===== src/rtl/ll1_parse_stack_engine_defines.svh =====
// ----------------------------------------------------------------------------
// LL(1) parse stack engine assertion macros
// Shared assertion wrappers for the parse stack engine RTL.
// ----------------------------------------------------------------------------
`ifndef LL1_PARSE_STACK_ENGINE_DEFINES_SVH
`define LL1_PARSE_STACK_ENGINE_DEFINES_SVH

// Same-cycle implication, disabled while reset is asserted.
`define LL1PS_ASSERT_NOW(label, clk, rst_n, ante, cons, msg) \
	label: assert property (@(posedge clk) disable iff (!rst_n) (ante) |-> (cons)) \
		else $error(msg);

// Next-cycle implication, disabled while reset is asserted.
`define LL1PS_ASSERT_NEXT(label, clk, rst_n, ante, cons, msg) \
	label: assert property (@(posedge clk) disable iff (!rst_n) (ante) |=> (cons)) \
		else $error(msg);

`endif


===== src/rtl/ll1ps_ram.sv =====
// ----------------------------------------------------------------------------
// ll1ps_ram
// Simple dual-port RAM with one write port and one registered read port.
// ----------------------------------------------------------------------------
`timescale 1ns / 1ps

module ll1ps_ram #(
	parameter int WIDTH = 8,
	parameter int DEPTH = 256
) (
	input  logic                     clk,
	input  logic                     we,
	input  logic [$clog2(DEPTH)-1:0] waddr,
	input  logic [WIDTH-1:0]         wdata,
	input  logic [$clog2(DEPTH)-1:0] raddr,
	output logic [WIDTH-1:0]         rdata
);

	logic [WIDTH-1:0] mem [DEPTH];
	logic [WIDTH-1:0] rdata_q;

	always_ff @(posedge clk) begin
		if (we) begin
			mem[waddr] <= wdata;
		end
	end

	always_ff @(posedge clk) begin
		rdata_q <= mem[raddr];
	end

	assign rdata = rdata_q;

endmodule


===== config.mk =====
export PLATFORM = sky130hd
export DESIGN_NAME = ll1ps_ram
export DESIGN_NICKNAME = d
export VERILOG_FILES = /design/src/rtl/ll1_parse_stack_engine_defines.svh /design/src/rtl/ll1ps_ram.sv
export SDC_FILE = /design/constraint.sdc
export NUM_CORES = 2
export LEC_CHECK = 0
export BUFFER_PORTS_ARGS = -buffer_cell sky130_fd_sc_hd__buf_2
export CAP_MARGIN = 15
export CORE_UTILIZATION = 55
export DETAILED_ROUTE_END_ITERATION = 8
export PLACE_DENSITY = 0.83
export SYNTH_ARGS = -nofsm -noshare
export SYNTH_HDL_FRONTEND = slang
export SYNTH_SLANG_ARGS = --single-unit
export TNS_END_PERCENT = 30

===== constraint.sdc =====
create_clock -name clk -period 2.4 [get_ports clk]
set_clock_uncertainty 0.2 [all_clocks]
set_input_delay 0.24 -clock clk [delete_from_list [all_inputs] [get_ports clk]]
set_output_delay 0.24 -clock clk [all_outputs]
set_load 0.02 [all_outputs]

==> out/results.tsv <==
metric	value	unit
outcome	finished, violations left	
violations	setup timing	
synth_top_area_share	77.3	%
p_switching	16.8	mW
synth_top_family_by_area	multiplexers	
yosysUniqueCellTypes	55	
clk_path_buf_depth	3	
die_area	146000	µm²
grt-ovfl-total	0	
synth_edf_count	2048	
rows	139	
p_clk_share	41.3	%
die_width	382	µm
final.setup.worst_slack	-0.200	ns
cts_sinks	2056	
worst_slew_pin_slew	0.859	ns
layout.nets	4503	
max_stage_delay	0.55	ns
cts_inserted_buffers	189	
setup_viol	8	
rsz0062_at_grt	true	
hpwl	133000	µm
synth.area.mux_share	14.6	%
core_area	143000	µm²
endpoint_kind	flop	
holdPathStages	4	
seqPwrFrac	52.6	%
hold_viol	0	
vias	46500	
regToRegEndpoint	rdata[5]	
hold_end	mem[242][2]	
h-tree-depth	4	
drt-total-wl	240000	µm
synth_simple_gate_area_share	2.63	%
synthCells	3733	
syn2layout_area_growth	18.5	%
synth_ff_type	edfxtp_1	
path_class	flop to flop	
gp_congestion	0.927	
period_needed	2.60	ns
vias_per_cell	7.09	
dr.pass1.iters	7	
power_frac_comb	6.1	%
peakVddDrop	0.804	mV
synthAdderAreaFrac	0	%
mostFrequentLayoutCells	2048 x edfxtp_1, 652 x buf_4, 455 x mux4_2	
synth.avg_cell_area	21.3	µm²
postCtsSetupBuffers	0	
fmax	385	MHz
grtUsageTotal	32.2	%
stdcell_area	94300	µm²
grt_start_max_net_pins	90	
tns	-0.930	ns
hold-worst-slack	0.124	ns
ant_nets	0	
layout-drive-gt1-share	33.9	%
finalCritPeriodShare	108	%
slew_headroom	42.5	%
cts_tree	built	
syn-num-nets	3759	
synth_xor_xnor_area_share	0	%
crit_slowest_cell	mux4_2	
p_per_area	800	nW/µm²
critical_path.cell_chain	mux4_2 -> a22o_1 -> a221oi_4 -> o32ai_2 -> nor3_2 -> buf_4 -> nor4_2	
internal_power	58.6	mW
place_ws	-1.18	ns
r2r-start	mem[210][5]	
synth_compound_area_share	3.42	%
yosys_register_bits	2056	
startpoint_type	flop	
drv_cap	0	
synthTopCellsByArea	edfxtp_1 77%, mux4_2 13%, mux2i_1 1.7%, nor2_1 1.3%, a22oi_1 1.3%	
drc	0	
seq_area_frac_synth	77.5	%
slew_viol_final	0	
clk-insertion-delay-late	0.87	ns
critPathRequiredTime	2.93	ns
port_buffers	33	
final_common_cell	edfxtp_1	
synth_top_area_cell	edfxtp_1	
rrSetupSlack	-0.20	ns
die_h	382	µm
grt_pass1_vias	46400	
placed_area	87400	µm²
reg2reg_depth	7	
initial_utilization	55.4	%
pin_count	34	
path_clk_slew	0.06	ns
hold_path.class	primary input to flop	
syn_area	79600	µm²
antenna_found_initial	10	
switching_share	22.3	%
async_reset_ff_share	0	%
grt_first_pass_wirelength	332000	µm
hold_start	waddr[7]	
arrival	3.13	ns
critPathMaxFanout	1	
drt_iter0_drc	9020	
ys_warn_count	0	
p_leak	30.7	nW
clock-root-buffer	clkbuf_16	
avgRoutedWirePerCell	36.7	µm
==> cell families (layout without fill, tap and decap cells) <==
logic type,count (synthesis),after routing
AOI/OAI and AO/OA,385,385
buffers and inverters,235,1143
DFF,2056,2056
muxes,591,591
other,0,9
and+or+nand+nor,466,466
==> power groups by stage <==
stage                     Clock, mW  Sequential (mW)  Combinational (mW)
after detailed placement          0             40.4                4.16
after CTS                      30.9             39.7                4.40
after floorplan                   0             40.4                1.92
after global routing           32.3             39.6                4.68
final                          31.1             39.7                4.63
after global placement            0             40.4                4.02
==> layout make-up <==
type                    instances  area, µm²
clock buffers                 238       4980
inverters                       2       7.51
repair buffers                786       7030
clock inverters               117       1340
diodes                          9       22.5
multi-input cells            1442      16800
fillers                      8110      49200
well taps                    1903       2380
flip-flops and latches       2056      61700
==> how the worst max path moves through the flow <==
stage               slack [ns]  cells after the start        to         from
finish                   -0.20                      7  rdata[5]  mem[210][5]
global route             -0.20                      6  rdata[0]  mem[224][0]
CTS                      -0.11                      8  rdata[5]   mem[80][5]
detailed placement       -1.18                     12  rdata[2]     raddr[0]
global placement         -1.02                     12  rdata[2]     raddr[0]
floorplan                 0.02                      9  rdata[2]     raddr[0]
==> synth_stat cells (22+ instances only) <==
cell,n
a21oi_1,96
a22oi_1,133
buf_1,22
buf_2,31
buf_4,27
clkbuf_1,111
edfxtp_1,2048
mux2i_1,134
mux4_2,454
nand2_1,33
nand3_1,34
nor2_1,282
nor2b_1,31
nor3_1,22
nor4_1,24
o221ai_1,46
o22ai_1,28
==> state kept, by name, summed over array words and instances, names as in the netlist <==
| register | cells |
|---|---|
| rdata | 8 |
| mem | 2048 |
==> what timing repair did <==
item,4_1_cts,5_1_grt
hold buffers,15,0
pin swaps,7,8
gates resized for setup,41,23
setup endpoints to repair,8,8
hold endpoints to repair,719,0
==> routing by layer <==
metal  up-vias  wire (µm)  global-route usage, %
li1      17200          -                      -
met1     23100      72200                   39.5
met2      5029     114000                   51.0
met3      1132      36100                   9.84
met4         8      18300                   18.3
met5         -         56                      0
==> through the flow <==
| stage | utilization (%) | instances | power (mW) |
|---|---|---|---|
| 3_3_place_gp | 60.9 | 6174 | 44.4 |
| 2_1_floorplan | - | 3733 | 42.3 |
| 6_report | 65.7 | 6553 | 75.4 |
| 3_5_place_dp | 60.9 | 6174 | 44.6 |
| 5_1_grt | 65.7 | 6544 | 76.6 |
| 4_1_cts | 65.6 | 6544 | 75.0 |
==> critical path: cells and delay by family (launching register included) <==
kind,cells,cell delay (ns)
muxes,1,0.55
buffers and inverters,1,0.22
and+or+nand+nor,2,0.32
DFF,1,0.42
AOI/OAI and AO/OA,3,0.76
(Power assumes the default switching activity.)
