## src/rtl/ll1_parse_stack_engine_defines.svh

```systemverilog
// ----------------------------------------------------------------------------
// LL(1) parse stack engine assertion macros
// Shared assertion wrappers for the parse stack engine RTL.
// ----------------------------------------------------------------------------
`ifndef LL1_PARSE_STACK_ENGINE_DEFINES_SVH
`define LL1_PARSE_STACK_ENGINE_DEFINES_SVH

// Same-cycle implication, disabled while reset is asserted.
`define LL1PS_ASSERT_NOW(label, clk, rst_n, ante, cons, msg) \
	label: assert property (@(posedge clk) disable iff (!rst_n) (ante) |-> (cons)) \
		else $error(msg);

// Next-cycle implication, disabled while reset is asserted.
`define LL1PS_ASSERT_NEXT(label, clk, rst_n, ante, cons, msg) \
	label: assert property (@(posedge clk) disable iff (!rst_n) (ante) |=> (cons)) \
		else $error(msg);

`endif

```

## src/rtl/ll1ps_pkg.sv

```systemverilog
// ----------------------------------------------------------------------------
// ll1ps_pkg
// Sizes, codes, types and state encoding for the LL(1) parse stack engine.
// ----------------------------------------------------------------------------
`timescale 1ns / 1ps

package ll1ps_pkg;

	// Grammar and storage sizes.
	localparam int NONTERMINALS   = 64;
	localparam int TERMINALS      = 64;
	localparam int PRODUCTIONS    = 256;
	localparam int MAX_RHS        = 8;
	localparam int STACK_DEPTH    = 256;
	localparam int MAX_EXPANSIONS = 32;

	// Field and address widths.
	localparam int CMD_W   = 3;
	localparam int NT_W    = $clog2(NONTERMINALS);
	localparam int T_W     = $clog2(TERMINALS);
	localparam int PROD_W  = $clog2(PRODUCTIONS);
	localparam int POS_W   = $clog2(MAX_RHS);
	localparam int LEN_W   = 4;
	localparam int KIND_W  = 2;
	localparam int ID_W    = 6;
	localparam int SYM_W   = KIND_W + ID_W;
	localparam int STAT_W  = 3;
	localparam int TBL_AW  = NT_W + T_W;
	localparam int TBL_DW  = PROD_W + 1;
	localparam int RHS_AW  = PROD_W + POS_W;
	localparam int STK_AW  = $clog2(STACK_DEPTH);
	localparam int CNT_W   = STK_AW + 1;
	localparam int EXP_W   = 6;

	localparam int TBL_DEPTH = 1 << TBL_AW;
	localparam int RHS_DEPTH = 1 << RHS_AW;
	localparam int LEN_DEPTH = 1 << PROD_W;

	// Command codes.
	localparam logic [CMD_W-1:0] CMD_TBL_WR = 3'd0;
	localparam logic [CMD_W-1:0] CMD_RHS_WR = 3'd1;
	localparam logic [CMD_W-1:0] CMD_LEN_WR = 3'd2;
	localparam logic [CMD_W-1:0] CMD_CLEAR  = 3'd3;
	localparam logic [CMD_W-1:0] CMD_PUSH   = 3'd4;
	localparam logic [CMD_W-1:0] CMD_PARSE  = 3'd5;

	// Status codes.
	localparam logic [STAT_W-1:0] ST_OK       = 3'd0;
	localparam logic [STAT_W-1:0] ST_EMPTY    = 3'd1;
	localparam logic [STAT_W-1:0] ST_MISMATCH = 3'd2;
	localparam logic [STAT_W-1:0] ST_NOENTRY  = 3'd3;
	localparam logic [STAT_W-1:0] ST_OVERFLOW = 3'd4;
	localparam logic [STAT_W-1:0] ST_LIMIT    = 3'd5;

	// Symbol kinds; anything with the upper bit set is an empty terminal.
	localparam logic [KIND_W-1:0] KIND_TERM    = 2'd0;
	localparam logic [KIND_W-1:0] KIND_NONTERM = 2'd1;

	typedef enum logic [3:0] {
		S_CLEAR,
		S_IDLE,
		S_POP,
		S_TOP,
		S_TBL,
		S_LEN,
		S_PUSH,
		S_EMIT,
		S_FIN
	} state_t;

	// One input beat.
	typedef struct packed {
		logic [CMD_W-1:0]  cmd;
		logic [NT_W-1:0]   nonterminal;
		logic [T_W-1:0]    terminal;
		logic [PROD_W-1:0] production;
		logic              entry_valid;
		logic [POS_W-1:0]  rhs_pos;
		logic [LEN_W-1:0]  rhs_len;
		logic [KIND_W-1:0] sym_kind;
		logic [ID_W-1:0]   sym_id;
	} item_t;

	// One result beat handed from the sequencer to the output register.
	typedef struct packed {
		logic              emit;
		logic              has_production;
		logic [PROD_W-1:0] production;
		logic [STAT_W-1:0] status;
		logic              last;
	} res_t;

	// Sequencer status toward the top level.
	typedef struct packed {
		logic             ready;
		logic [CNT_W-1:0] count;
	} seq_stat_t;

	// Memory requests: one write port and one read address each.
	typedef struct packed {
		logic              we;
		logic [TBL_AW-1:0] waddr;
		logic [TBL_DW-1:0] wdata;
		logic [TBL_AW-1:0] raddr;
	} tbl_req_t;

	typedef struct packed {
		logic              we;
		logic [RHS_AW-1:0] waddr;
		logic [SYM_W-1:0]  wdata;
		logic [RHS_AW-1:0] raddr;
	} rhs_req_t;

	typedef struct packed {
		logic              we;
		logic [PROD_W-1:0] waddr;
		logic [LEN_W-1:0]  wdata;
		logic [PROD_W-1:0] raddr;
	} len_req_t;

	typedef struct packed {
		logic              we;
		logic [STK_AW-1:0] waddr;
		logic [SYM_W-1:0]  wdata;
		logic [STK_AW-1:0] raddr;
	} stk_req_t;

endpackage

```

## src/rtl/ll1ps_seq.sv

```systemverilog
// ----------------------------------------------------------------------------
// ll1ps_seq
// Sequencer for commands, the parse loop and the table clearing pass.
// ----------------------------------------------------------------------------
`timescale 1ns / 1ps

module ll1ps_seq (
	input  logic                               clk,
	input  logic                               arst_n,
	input  logic                               in_valid,
	input  ll1ps_pkg::item_t                   item,
	input  logic                               out_free,
	input  logic [ll1ps_pkg::TBL_DW-1:0]       tbl_rdata,
	input  logic [ll1ps_pkg::SYM_W-1:0]        rhs_rdata,
	input  logic [ll1ps_pkg::LEN_W-1:0]        len_rdata,
	input  logic [ll1ps_pkg::SYM_W-1:0]        stk_rdata,
	output ll1ps_pkg::tbl_req_t                tbl_req,
	output ll1ps_pkg::rhs_req_t                rhs_req,
	output ll1ps_pkg::len_req_t                len_req,
	output ll1ps_pkg::stk_req_t                stk_req,
	output ll1ps_pkg::res_t                    res,
	output ll1ps_pkg::seq_stat_t               stat
);

	ll1ps_pkg::state_t state_q, state_d;

	logic [ll1ps_pkg::TBL_AW-1:0] clr_q, clr_d;
	logic [ll1ps_pkg::CNT_W-1:0]  count_q, count_d;
	logic [ll1ps_pkg::EXP_W-1:0]  exp_q, exp_d;
	logic [ll1ps_pkg::T_W-1:0]    y_q, y_d;
	logic [ll1ps_pkg::PROD_W-1:0] prod_q, prod_d;
	logic [ll1ps_pkg::POS_W-1:0]  rem_q, rem_d;
	logic [ll1ps_pkg::STAT_W-1:0] status_q, status_d;

	logic [ll1ps_pkg::KIND_W-1:0] top_kind;
	logic [ll1ps_pkg::ID_W-1:0]   top_id;
	logic [ll1ps_pkg::CNT_W:0]    need;
	logic [ll1ps_pkg::POS_W-1:0]  rhs_idx;
	logic [ll1ps_pkg::LEN_W-1:0]  len_sat;

	assign top_kind = stk_rdata[ll1ps_pkg::SYM_W-1 -: ll1ps_pkg::KIND_W];
	assign top_id   = stk_rdata[ll1ps_pkg::ID_W-1:0];

	// The stack-room check: current depth plus the right side length.
	assign need = {1'b0, count_q} + (ll1ps_pkg::CNT_W + 1)'(len_rdata);

	assign rhs_idx = (state_q == ll1ps_pkg::S_LEN) ?
		ll1ps_pkg::POS_W'(len_rdata - 1'b1) : rem_q - 1'b1;

	assign len_sat = (item.rhs_len > ll1ps_pkg::LEN_W'(ll1ps_pkg::MAX_RHS)) ?
		ll1ps_pkg::LEN_W'(ll1ps_pkg::MAX_RHS) : item.rhs_len;

	always_ff @(posedge clk or negedge arst_n) begin
		if (!arst_n) begin
			state_q  <= ll1ps_pkg::S_CLEAR;
			clr_q    <= '0;
			count_q  <= '0;
			exp_q    <= '0;
			status_q <= ll1ps_pkg::ST_OK;
		end else begin
			state_q  <= state_d;
			clr_q    <= clr_d;
			count_q  <= count_d;
			exp_q    <= exp_d;
			status_q <= status_d;
		end
	end

	always_ff @(posedge clk) begin
		y_q    <= y_d;
		prod_q <= prod_d;
		rem_q  <= rem_d;
	end

	always_comb begin
		state_d  = state_q;
		clr_d    = clr_q;
		count_d  = count_q;
		exp_d    = exp_q;
		y_d      = y_q;
		prod_d   = prod_q;
		rem_d    = rem_q;
		status_d = status_q;

		// Read addresses follow the datapath all the time; the state decides
		// when the registered data is used.
		tbl_req.we    = 1'b0;
		tbl_req.waddr = clr_q;
		tbl_req.wdata = '0;
		tbl_req.raddr = {top_id[ll1ps_pkg::NT_W-1:0], y_q};

		rhs_req.we    = 1'b0;
		rhs_req.waddr = {item.production, item.rhs_pos};
		rhs_req.wdata = {item.sym_kind, item.sym_id};
		rhs_req.raddr = {prod_q, rhs_idx};

		len_req.we    = 1'b0;
		len_req.waddr = clr_q[ll1ps_pkg::PROD_W-1:0];
		len_req.wdata = '0;
		len_req.raddr = tbl_rdata[ll1ps_pkg::PROD_W-1:0];

		stk_req.we    = 1'b0;
		stk_req.waddr = count_q[ll1ps_pkg::STK_AW-1:0];
		stk_req.wdata = {item.sym_kind, item.sym_id};
		stk_req.raddr = ll1ps_pkg::STK_AW'(count_q - 1'b1);

		res.emit           = 1'b0;
		res.has_production = 1'b0;
		res.production     = '0;
		res.status         = status_q;
		res.last           = 1'b1;

		case (state_q)
			ll1ps_pkg::S_CLEAR: begin
				tbl_req.we = 1'b1;
				len_req.we = 1'b1;
				clr_d = clr_q + 1'b1;
				if (&clr_q) begin
					state_d = ll1ps_pkg::S_IDLE;
				end
			end
			ll1ps_pkg::S_IDLE: begin
				if (in_valid) begin
					status_d = ll1ps_pkg::ST_OK;
					state_d  = ll1ps_pkg::S_FIN;
					case (item.cmd)
						ll1ps_pkg::CMD_TBL_WR: begin
							tbl_req.we    = 1'b1;
							tbl_req.waddr = {item.nonterminal, item.terminal};
							tbl_req.wdata = item.entry_valid ?
								{1'b1, item.production} : '0;
						end
						ll1ps_pkg::CMD_RHS_WR: begin
							rhs_req.we = 1'b1;
						end
						ll1ps_pkg::CMD_LEN_WR: begin
							len_req.we    = 1'b1;
							len_req.waddr = item.production;
							len_req.wdata = len_sat;
						end
						ll1ps_pkg::CMD_CLEAR: begin
							count_d = '0;
						end
						ll1ps_pkg::CMD_PUSH: begin
							if (count_q >= ll1ps_pkg::CNT_W'(ll1ps_pkg::STACK_DEPTH)) begin
								status_d = ll1ps_pkg::ST_OVERFLOW;
							end else begin
								stk_req.we = 1'b1;
								count_d    = count_q + 1'b1;
							end
						end
						ll1ps_pkg::CMD_PARSE: begin
							y_d     = item.terminal;
							exp_d   = '0;
							state_d = ll1ps_pkg::S_POP;
						end
						default: begin
						end
					endcase
				end
			end
			ll1ps_pkg::S_POP: begin
				if (count_q == '0) begin
					status_d = ll1ps_pkg::ST_EMPTY;
					state_d  = ll1ps_pkg::S_FIN;
				end else begin
					state_d = ll1ps_pkg::S_TOP;
				end
			end
			ll1ps_pkg::S_TOP: begin
				if (top_kind == ll1ps_pkg::KIND_NONTERM &&
				    exp_q >= ll1ps_pkg::EXP_W'(ll1ps_pkg::MAX_EXPANSIONS)) begin
					status_d = ll1ps_pkg::ST_LIMIT;
					state_d  = ll1ps_pkg::S_FIN;
				end else begin
					count_d = count_q - 1'b1;
					if (top_kind[ll1ps_pkg::KIND_W-1]) begin
						state_d = ll1ps_pkg::S_POP;
					end else if (top_kind == ll1ps_pkg::KIND_TERM) begin
						status_d = (top_id == y_q) ? ll1ps_pkg::ST_OK :
							ll1ps_pkg::ST_MISMATCH;
						state_d  = ll1ps_pkg::S_FIN;
					end else begin
						state_d = ll1ps_pkg::S_TBL;
					end
				end
			end
			ll1ps_pkg::S_TBL: begin
				if (!tbl_rdata[ll1ps_pkg::TBL_DW-1]) begin
					status_d = ll1ps_pkg::ST_NOENTRY;
					state_d  = ll1ps_pkg::S_FIN;
				end else begin
					prod_d  = tbl_rdata[ll1ps_pkg::PROD_W-1:0];
					state_d = ll1ps_pkg::S_LEN;
				end
			end
			ll1ps_pkg::S_LEN: begin
				if (need > (ll1ps_pkg::CNT_W + 1)'(ll1ps_pkg::STACK_DEPTH)) begin
					status_d = ll1ps_pkg::ST_OVERFLOW;
					state_d  = ll1ps_pkg::S_FIN;
				end else if (len_rdata == '0) begin
					state_d = ll1ps_pkg::S_EMIT;
				end else begin
					rem_d   = rhs_idx;
					state_d = ll1ps_pkg::S_PUSH;
				end
			end
			ll1ps_pkg::S_PUSH: begin
				// Write the symbol read last cycle and fetch the one below it.
				stk_req.we    = 1'b1;
				stk_req.wdata = rhs_rdata;
				count_d       = count_q + 1'b1;
				if (rem_q == '0) begin
					state_d = ll1ps_pkg::S_EMIT;
				end else begin
					rem_d = rhs_idx;
				end
			end
			ll1ps_pkg::S_EMIT: begin
				if (out_free) begin
					res.emit           = 1'b1;
					res.has_production = 1'b1;
					res.production     = prod_q;
					res.status         = ll1ps_pkg::ST_OK;
					res.last           = 1'b0;
					exp_d              = exp_q + 1'b1;
					state_d            = ll1ps_pkg::S_POP;
				end
			end
			ll1ps_pkg::S_FIN: begin
				if (out_free) begin
					res.emit = 1'b1;
					state_d  = ll1ps_pkg::S_IDLE;
				end
			end
			default: begin
				state_d = ll1ps_pkg::S_IDLE;
			end
		endcase
	end

	assign stat.ready = (state_q == ll1ps_pkg::S_IDLE);
	assign stat.count = count_q;

endmodule

```

## config.mk

```make
export PLATFORM = sky130hd
export DESIGN_NAME = ll1ps_seq
export DESIGN_NICKNAME = d
export VERILOG_FILES = /design/src/rtl/ll1_parse_stack_engine_defines.svh /design/src/rtl/ll1ps_pkg.sv /design/src/rtl/ll1ps_seq.sv
export SDC_FILE = /design/constraint.sdc
export NUM_CORES = 1
export LEC_CHECK = 0
export BUFFER_PORTS_ARGS = -buffer_cell sky130_fd_sc_hd__buf_2
export CELL_PAD_IN_SITES_DETAIL_PLACEMENT = 0
export CELL_PAD_IN_SITES_GLOBAL_PLACEMENT = 2
export CORE_MARGIN = 5
export CORE_UTILIZATION = 28
export DETAILED_ROUTE_END_ITERATION = 8
export GPL_TIMING_DRIVEN = 0
export PLACE_DENSITY = 0.9
export REMOVE_ABC_BUFFERS = 1
export SYNTH_ARGS = -nofsm -noshare
export SYNTH_HDL_FRONTEND = slang
export SYNTH_SLANG_ARGS = --single-unit
```

## constraint.sdc

```tcl
create_clock -name clk -period 3.6 [get_ports clk]
set_input_delay 0.9 -clock clk [delete_from_list [all_inputs] [get_ports clk]]
set_output_delay 0.9 -clock clk [all_outputs]
set_load 0.1 [all_outputs]
```

==> qor.txt, run 1 <==
hold worst-path end -> clr_q[8]
r2r setup slk -> 0.69 ns
Yosys top cell area share -> 21.32%
setup_tns -> 0 ns
Synth Register Bits -> 51
R2R depth -> 9
EDFF count, synth -> 17
WHS -> 0.4971 ns
initial antenna violation count -> 2
max_cap viols -> 0
Reg2Reg Capture Point -> rem_q[2]
Pins Over Slew Limit -> 0
ys async rst share -> 66.67%
PortBufs -> 200
Die Wd -> 129.4 um
post-synthesis cell area -> 3990 sq um
Peak VDD IR -> 598.6 uV
Synth area leaders -> dfrtp_1 (21%), edfxtp_1 (13%), mux2_2 (7.9%)
worst-margin pin slew -> 0.8662 ns
CP startpoint kind -> flip-flop
starting density of the core -> 28.63%
H-tree levels -> 2
FMAX -> 0.2877 GHz
ANT nets after route -> 0
Crit Path Class -> flip-flop to primary output
Yosys top cell by area -> dfrtp_1
clock tree buffer depth -> 2
relative slew slack -> 42.04%
Tmin final -> 3.476 ns
Skew-Pair Late Insertion Delay -> 0.29 ns
hold path start -> clr_q[8]
CP Max Fanout -> 7
hold path depth -> 1
hold buffer count at CTS -> 0
final worst slack -> 0.1241 ns
CP Data Required Time -> 2.70 ns
gr ovfl total -> 0
P&R area growth vs syn -> 31.55%
arrival time worst endpoint -> 2.58 ns
Residual DRC -> 0
synth cell count leaders -> buf_4 (41), dfrtp_1 (34), nand2_1 (32)
synthesis warning total -> 0
Lkg Pwr -> 2.484 nW
# setup viols final -> 0
Critical Path Sink Type -> primary output
Vias/cell -> 4.773
Synth Instances -> 431
count leader, synth -> buf_4
Via Count -> 3699
RR Startpoint -> count_q[0]
Avg Cell Area, Syn -> 9.258 sq um
TritonCTS clock tree -> built
drt wl/cell -> 15.86 um
share of cells above drive strength 1 -> 46.30%
Core Region -> 13930 sq um
pre-CTS setup slack -> 0.002300 ns
Tot GR Track Use -> 13.46%
vias in the first global route -> 3627
period utilization -> 96.55%
largest net degree at the start of global routing -> 35
Worst setup startpoint -> state_q[1]
clk sinks -> 51
IO Pins -> 207
clock skew -> 0.002610 ns
clock-pin slew of the registers on the worst-case setup and hold paths -> 0.07 ns
DP HPWL -> 9421 um
total CTS buffers -> 5
final core utilization -> 37.67%
Iter 0 DRT Violations -> 132
status -> finished, final reports clean
RSZ-0062 raised after global routing -> false
final wirelength -> 12300 um
Hold Violations, Final -> 0
site row count -> 43
Netlist cell types -> 63
Placer Congestion -> 0.8321
DIE AREA -> 16740 sq um
sequential area share after synthesis -> 34.12%
Die Height -> 129.4 um
Main synth FF type -> dfrtp_1
Nets -> 676
first-pass GRT wire length -> 18240 um
Root Driver -> clkbuf_16
hold crit path type -> flip-flop to flip-flop
Pre-Repair DR Iteration Count -> 5
Pwr Density -> 732.1 nW/um^2
==> kinds of logic after synthesis <==
group	after synthesis	share of synthesized area, %
simple gates	163	22.95
buf+inv	76	11.60
compound gates	68	11.92
flops	51	34.12
mux	33	9.407
xor+xnor	29	6.366
fa+ha+maj	11	3.638
==> area by class of cell <==
class | instances | area [sq um]
multi-input combinational | 306 | 2211
clock inverter | 2 | 38.79
inverter | 18 | 67.56
tap | 180 | 225.2
fill | 1410 | 8686
timing repair buffer | 211 | 1199
antenna | 1 | 2.502
clock buffer | 6 | 138.9
sequential | 51 | 1366
==> layout by cell type, fill, tap and decap left out, types with 8 or more instances in the layout <==
cell type,netlist,layout
xor2_1,12,12
a22oi_1,8,8
mux2_2,28,28
nand4_1,8,8
buf_6,2,8
edfxtp_1,17,17
ha_1,10,10
buf_4,41,35
buf_2,7,166
inv_1,17,17
nand3_1,10,10
xnor2_1,17,17
and2_1,23,23
a21oi_1,13,13
nor2_1,31,31
o21ai_0,11,11
dfrtp_1,34,30
nor2b_1,10,10
nand2_1,32,31
==> worst max-delay path by stage <==
stage	to	cells past startpoint
after floorplan	len_req[11]	5
after global placement	stk_req[10]	4
after detailed placement	len_req[15]	8
after CTS	tbl_req[15]	8
after global routing	len_req[18]	8
final	tbl_req[23]	7
==> sequential cells by signal, summed over array words and instances (netlist names) <==
register and count:
y_q 6, clr_q 12, exp_q 6, status_q 3, rem_q 3, count_q 9
prod_q 8, state_q 4
==> where the power goes <==
part           switching [mW]  internal (mW)  leakage, nW
Sequential              0.124          0.670        0.600
Combinational            1.97          0.507         1.80
Clock                   0.226          0.350       0.0875
Total                    2.32           1.53         2.48
==> metrics by stage <==
| stage | instance area, sq um | total power, mW | std cells |
|---|---|---|---|
| 5_1_grt | 5249 | 3.995 | 775 |
| 4_1_cts | 5127 | 3.828 | 762 |
| 3_3_place_gp | 4821 | 3.177 | 753 |
| 2_1_floorplan | 3595 | 2.662 | 373 |
| 6_report | 5249 | 3.843 | 775 |
| 3_5_place_dp | 4835 | 3.193 | 754 |
==> what timing repair did <==
action	CTS	global route
pin swaps	0	2
cloned	0	2
gates resized for setup	44	6
buffers inserted	0	10
setup endpoints to repair	44	42
==> worst max-delay path: stages, from the launching register on <==
cell and delay [ns]:
dfrtp_2 0.45, nand2b_1 0.22, nor3_2 0.22, nand2_1 0.17, or2_1 0.34, nand2b_2 0.31
mux2_2 0.28, buf_4 0.28
==> layer usage <==
layer | global-route usage (%) | up-vias | share of wire, %
li1 | - | 1812 | -
met1 | 16.51 | 1739 | 41
met2 | 24.18 | 134 | 51
met3 | 2.597 | 12 | 6.5
met4 | 3.397 | 2 | 1.4
met5 | 0 | - | 0.057
Power figures use the tool's default switching activity.
==> run 2: changes to the inputs <==
--- a/config.mk
+++ b/config.mk
@@ -8,7 +8,7 @@
 export BUFFER_PORTS_ARGS = -buffer_cell sky130_fd_sc_hd__buf_2
 export CELL_PAD_IN_SITES_DETAIL_PLACEMENT = 0
 export CELL_PAD_IN_SITES_GLOBAL_PLACEMENT = 2
-export CORE_MARGIN = 5
+export CORE_MARGIN = 2
 export CORE_UTILIZATION = 28
 export DETAILED_ROUTE_END_ITERATION = 8
 export GPL_TIMING_DRIVEN = 0
==> run 2 against run 1 <==
  * Clock power fell by 12%
  * Total power fell by 2.6%
  * Utilization fell by 0.54 points
  * Fmax rose by 0.92%
  * Die area fell by 9.1%
  * Register-to-register slack got worse by 0.03 ns
  * Global-route usage rose by 0.90 points
  * Worst setup slack improved by 0.032 ns
  * First-iteration DRC count rose by 24%
  * Design area fell by 1.8%
  * Clock skew rose by 0.0032 ns
  * Highest routed layer is now met4
==> qor.txt, run 2 (synthesis gave the netlist of run 1 again) <==
RR Startpoint -> count_q[0]
first-pass GRT wire length -> 17270 um (-5.3%)
share of cells above drive strength 1 -> 46.02% (-0.27 points)
r2r setup slk -> 0.66 ns (-0.03 ns)
Reg2Reg Capture Point -> rem_q[0]
Pwr Density -> 726.4 nW/um^2 (-0.79%)
diode count -> 0 (-1)
worst-margin pin slew -> 0.9092 ns (+0.04306 ns)
DIE AREA -> 15220 sq um (-9.1%)
# fillers -> 1424 (+0.99%)
Via Count -> 3682 (-0.46%)
Residual DRC -> 0 (unchanged)
final wirelength -> 11470 um (-6.7%)
Skew-Pair Late Insertion Delay -> 0.29 ns (about the same)
Core Region -> 13880 sq um (-0.39%)
Placement Cell Area -> 4835 sq um (unchanged)
arrival time worst endpoint -> 2.54 ns (-0.04 ns)
Iter 0 DRT Violations -> 164 (+24%)
gr ovfl total -> 0 (unchanged)
Tot GR Track Use -> 14.35% (+0.90 points)
max_cap viols -> 0 (unchanged)
status -> finished, final reports clean
# setup viols final -> 0 (unchanged)
most common cell after layout, fill and taps aside -> buf_2
CP Data Required Time -> 2.70 ns (about the same)
Peak VDD IR -> 627.9 uV (+4.9%)
most frequent cells in the layout -> buf_2 (177), nand2_1 (31), nor2_1 (31)
PortBufs -> 200 (unchanged)
Die Wd -> 123.4 um (-4.6%)
H-tree levels -> 2 (unchanged)
setup_tns -> 0 ns (unchanged)
Critical Path Sink Type -> primary output
Crit-path slowest cell -> dfrtp_2
non-filler cells, final -> 771 (-0.52%)
hold buffer count at CTS -> 0 (unchanged)
design area -> 5154 sq um (-1.8%)
Hold Violations, Final -> 0 (unchanged)
Tmin final -> 3.444 ns (-0.03161 ns)
starting density of the core -> 28.75% (+0.11 points)
hold crit path type -> flip-flop to flip-flop
Total Power -> 3.744 mW (-2.6%)
relative slew slack -> 39.16% (-2.9 points)
largest net degree at the start of global routing -> 35 (unchanged)
slowest stage delay, CP -> 0.46 ns (about the same)
hold path depth -> 1 (unchanged)
site row count -> 43 (unchanged)
Die Height -> 123.4 um (-4.6%)
drt wl/cell -> 14.88 um (-6.2%)
top flop regs -> clr_q: 12 flops, count_q: 9 flops, prod_q: 8 flops
clock-pin slew of the registers on the worst-case setup and hold paths -> 0.07 ns (about the same)
hold path start -> clr_q[8]
RSZ-0062 raised after global routing -> false
Crit Path Class -> flip-flop to primary output
FMAX -> 0.2903 GHz (+0.92%)
Placer Congestion -> 0.8229 (-1.1%)
vias in the first global route -> 3423 (-5.6%)
period utilization -> 95.67% (-0.88 points)
Root Driver -> clkbuf_16
ANT nets after route -> 0 (unchanged)
CP startpoint kind -> flip-flop
final worst slack -> 0.1557 ns (+0.03161 ns)
clock skew -> 0.005809 ns (+0.003199 ns)
Vias/cell -> 4.776 (about the same)
Nets -> 673 (-0.44%)
Largest register FFs -> 12 (unchanged)
clock tree buffer depth -> 2 (unchanged)
IO Pins -> 207 (unchanged)
TritonCTS clock tree -> built
Seq. cell area -> 1366 sq um (unchanged)
placed cells -> 754 (unchanged)
clk sinks -> 51 (unchanged)
CP Max Fanout -> 14 (+7)
total CTS buffers -> 5 (unchanged)
initial antenna violation count -> 0 (-2)
Lkg Pwr -> 2.456 nW (-1.1%)
footprint of the multi-input gates -> 2190 sq um (-0.96%)
hold worst-path end -> clr_q[8]
CP Cell Sequence -> nand2b_1 -> nor3_2 -> nand2_1 -> or2_1 -> nand2b_4 -> mux2_2 -> buf_2
Pins Over Slew Limit -> 0 (unchanged)
pre-CTS setup slack -> 0.09662 ns (+0.09432 ns)
Largest Register -> clr_q
Pre-Repair DR Iteration Count -> 4 (-1)
R2R depth -> 9 (unchanged)
P&R area growth vs syn -> 29.16%
DP HPWL -> 8855 um (-6.0%)
run 2: cell types whose count changed in the layout (fill, tap and decap cells not counted), sizes merged:
cell,before,now
clkinv,0,1
diode,1,0
buf,209,204
bufinv,1,0
clkinvlp,0,1
nand2b,6,5
inv,19,18
clkbuf,8,12
nor2,35,34
run 2: how the worst max path moves through the flow:
stage                          start          end  slack, ns
after detailed placement  state_q[1]  len_req[16]        0.1
after CTS                 state_q[3]  tbl_req[17]      0.005
after global routing      state_q[2]      res[10]       0.02
after global placement    state_q[1]  stk_req[14]      -0.68
after floorplan           state_q[1]  len_req[11]      -2.92
final                     state_q[1]  tbl_req[21]       0.16
run 2: through the flow:
stage	hold WS (ns)	utilization (%)
CTS	0.5016	36.28
global route	0.5085	37.13
finish	0.4948	37.13
global placement	0.4810	34.73
floorplan	0.4534	-
detailed placement	0.4869	34.83
run 2: cell type report:
cell class / count / share of cell area [%]
clock buffer: 6 / 2.695
tap: 180 / 4.370
sequential: 51 / 26.51
timing repair buffer: 210 / 22.31
inverter: 18 / 1.311
multi-input combinational: 304 / 42.49
clock inverter: 2 / 0.3156
run 2: critical path, delay by kind of cell (launching register included):
kind                   cells  cell delay, ns
and+or+nand+nor            5            1.11
DFF                        1            0.46
buffers and inverters      1            0.42
muxes                      1            0.27
run 2: what timing repair did:
item                       in CTS  in global routing
setup buffers                   0                  9
gates resized for setup        20                 11
cloned                          0                  0
setup endpoints to repair      39                 38
run 2: metal layers:
| layer | global-route usage [%] | wire, um |
|---|---|---|
| met5 | 0 | 0 |
| met4 | 3.196 | 111 |
| met3 | 1.983 | 600 |
| met2 | 24.93 | 5816 |
| met1 | 18.87 | 4941 |
run 2: where the power goes:
| group | total (mW) | internal [mW] | switching, mW |
|---|---|---|---|
| Sequential | 0.796 | 0.670 | 0.125 |
| Combinational | 2.44 | 0.488 | 1.95 |
| Clock | 0.507 | 0.279 | 0.229 |
| Total | 3.74 | 1.44 | 2.31 |
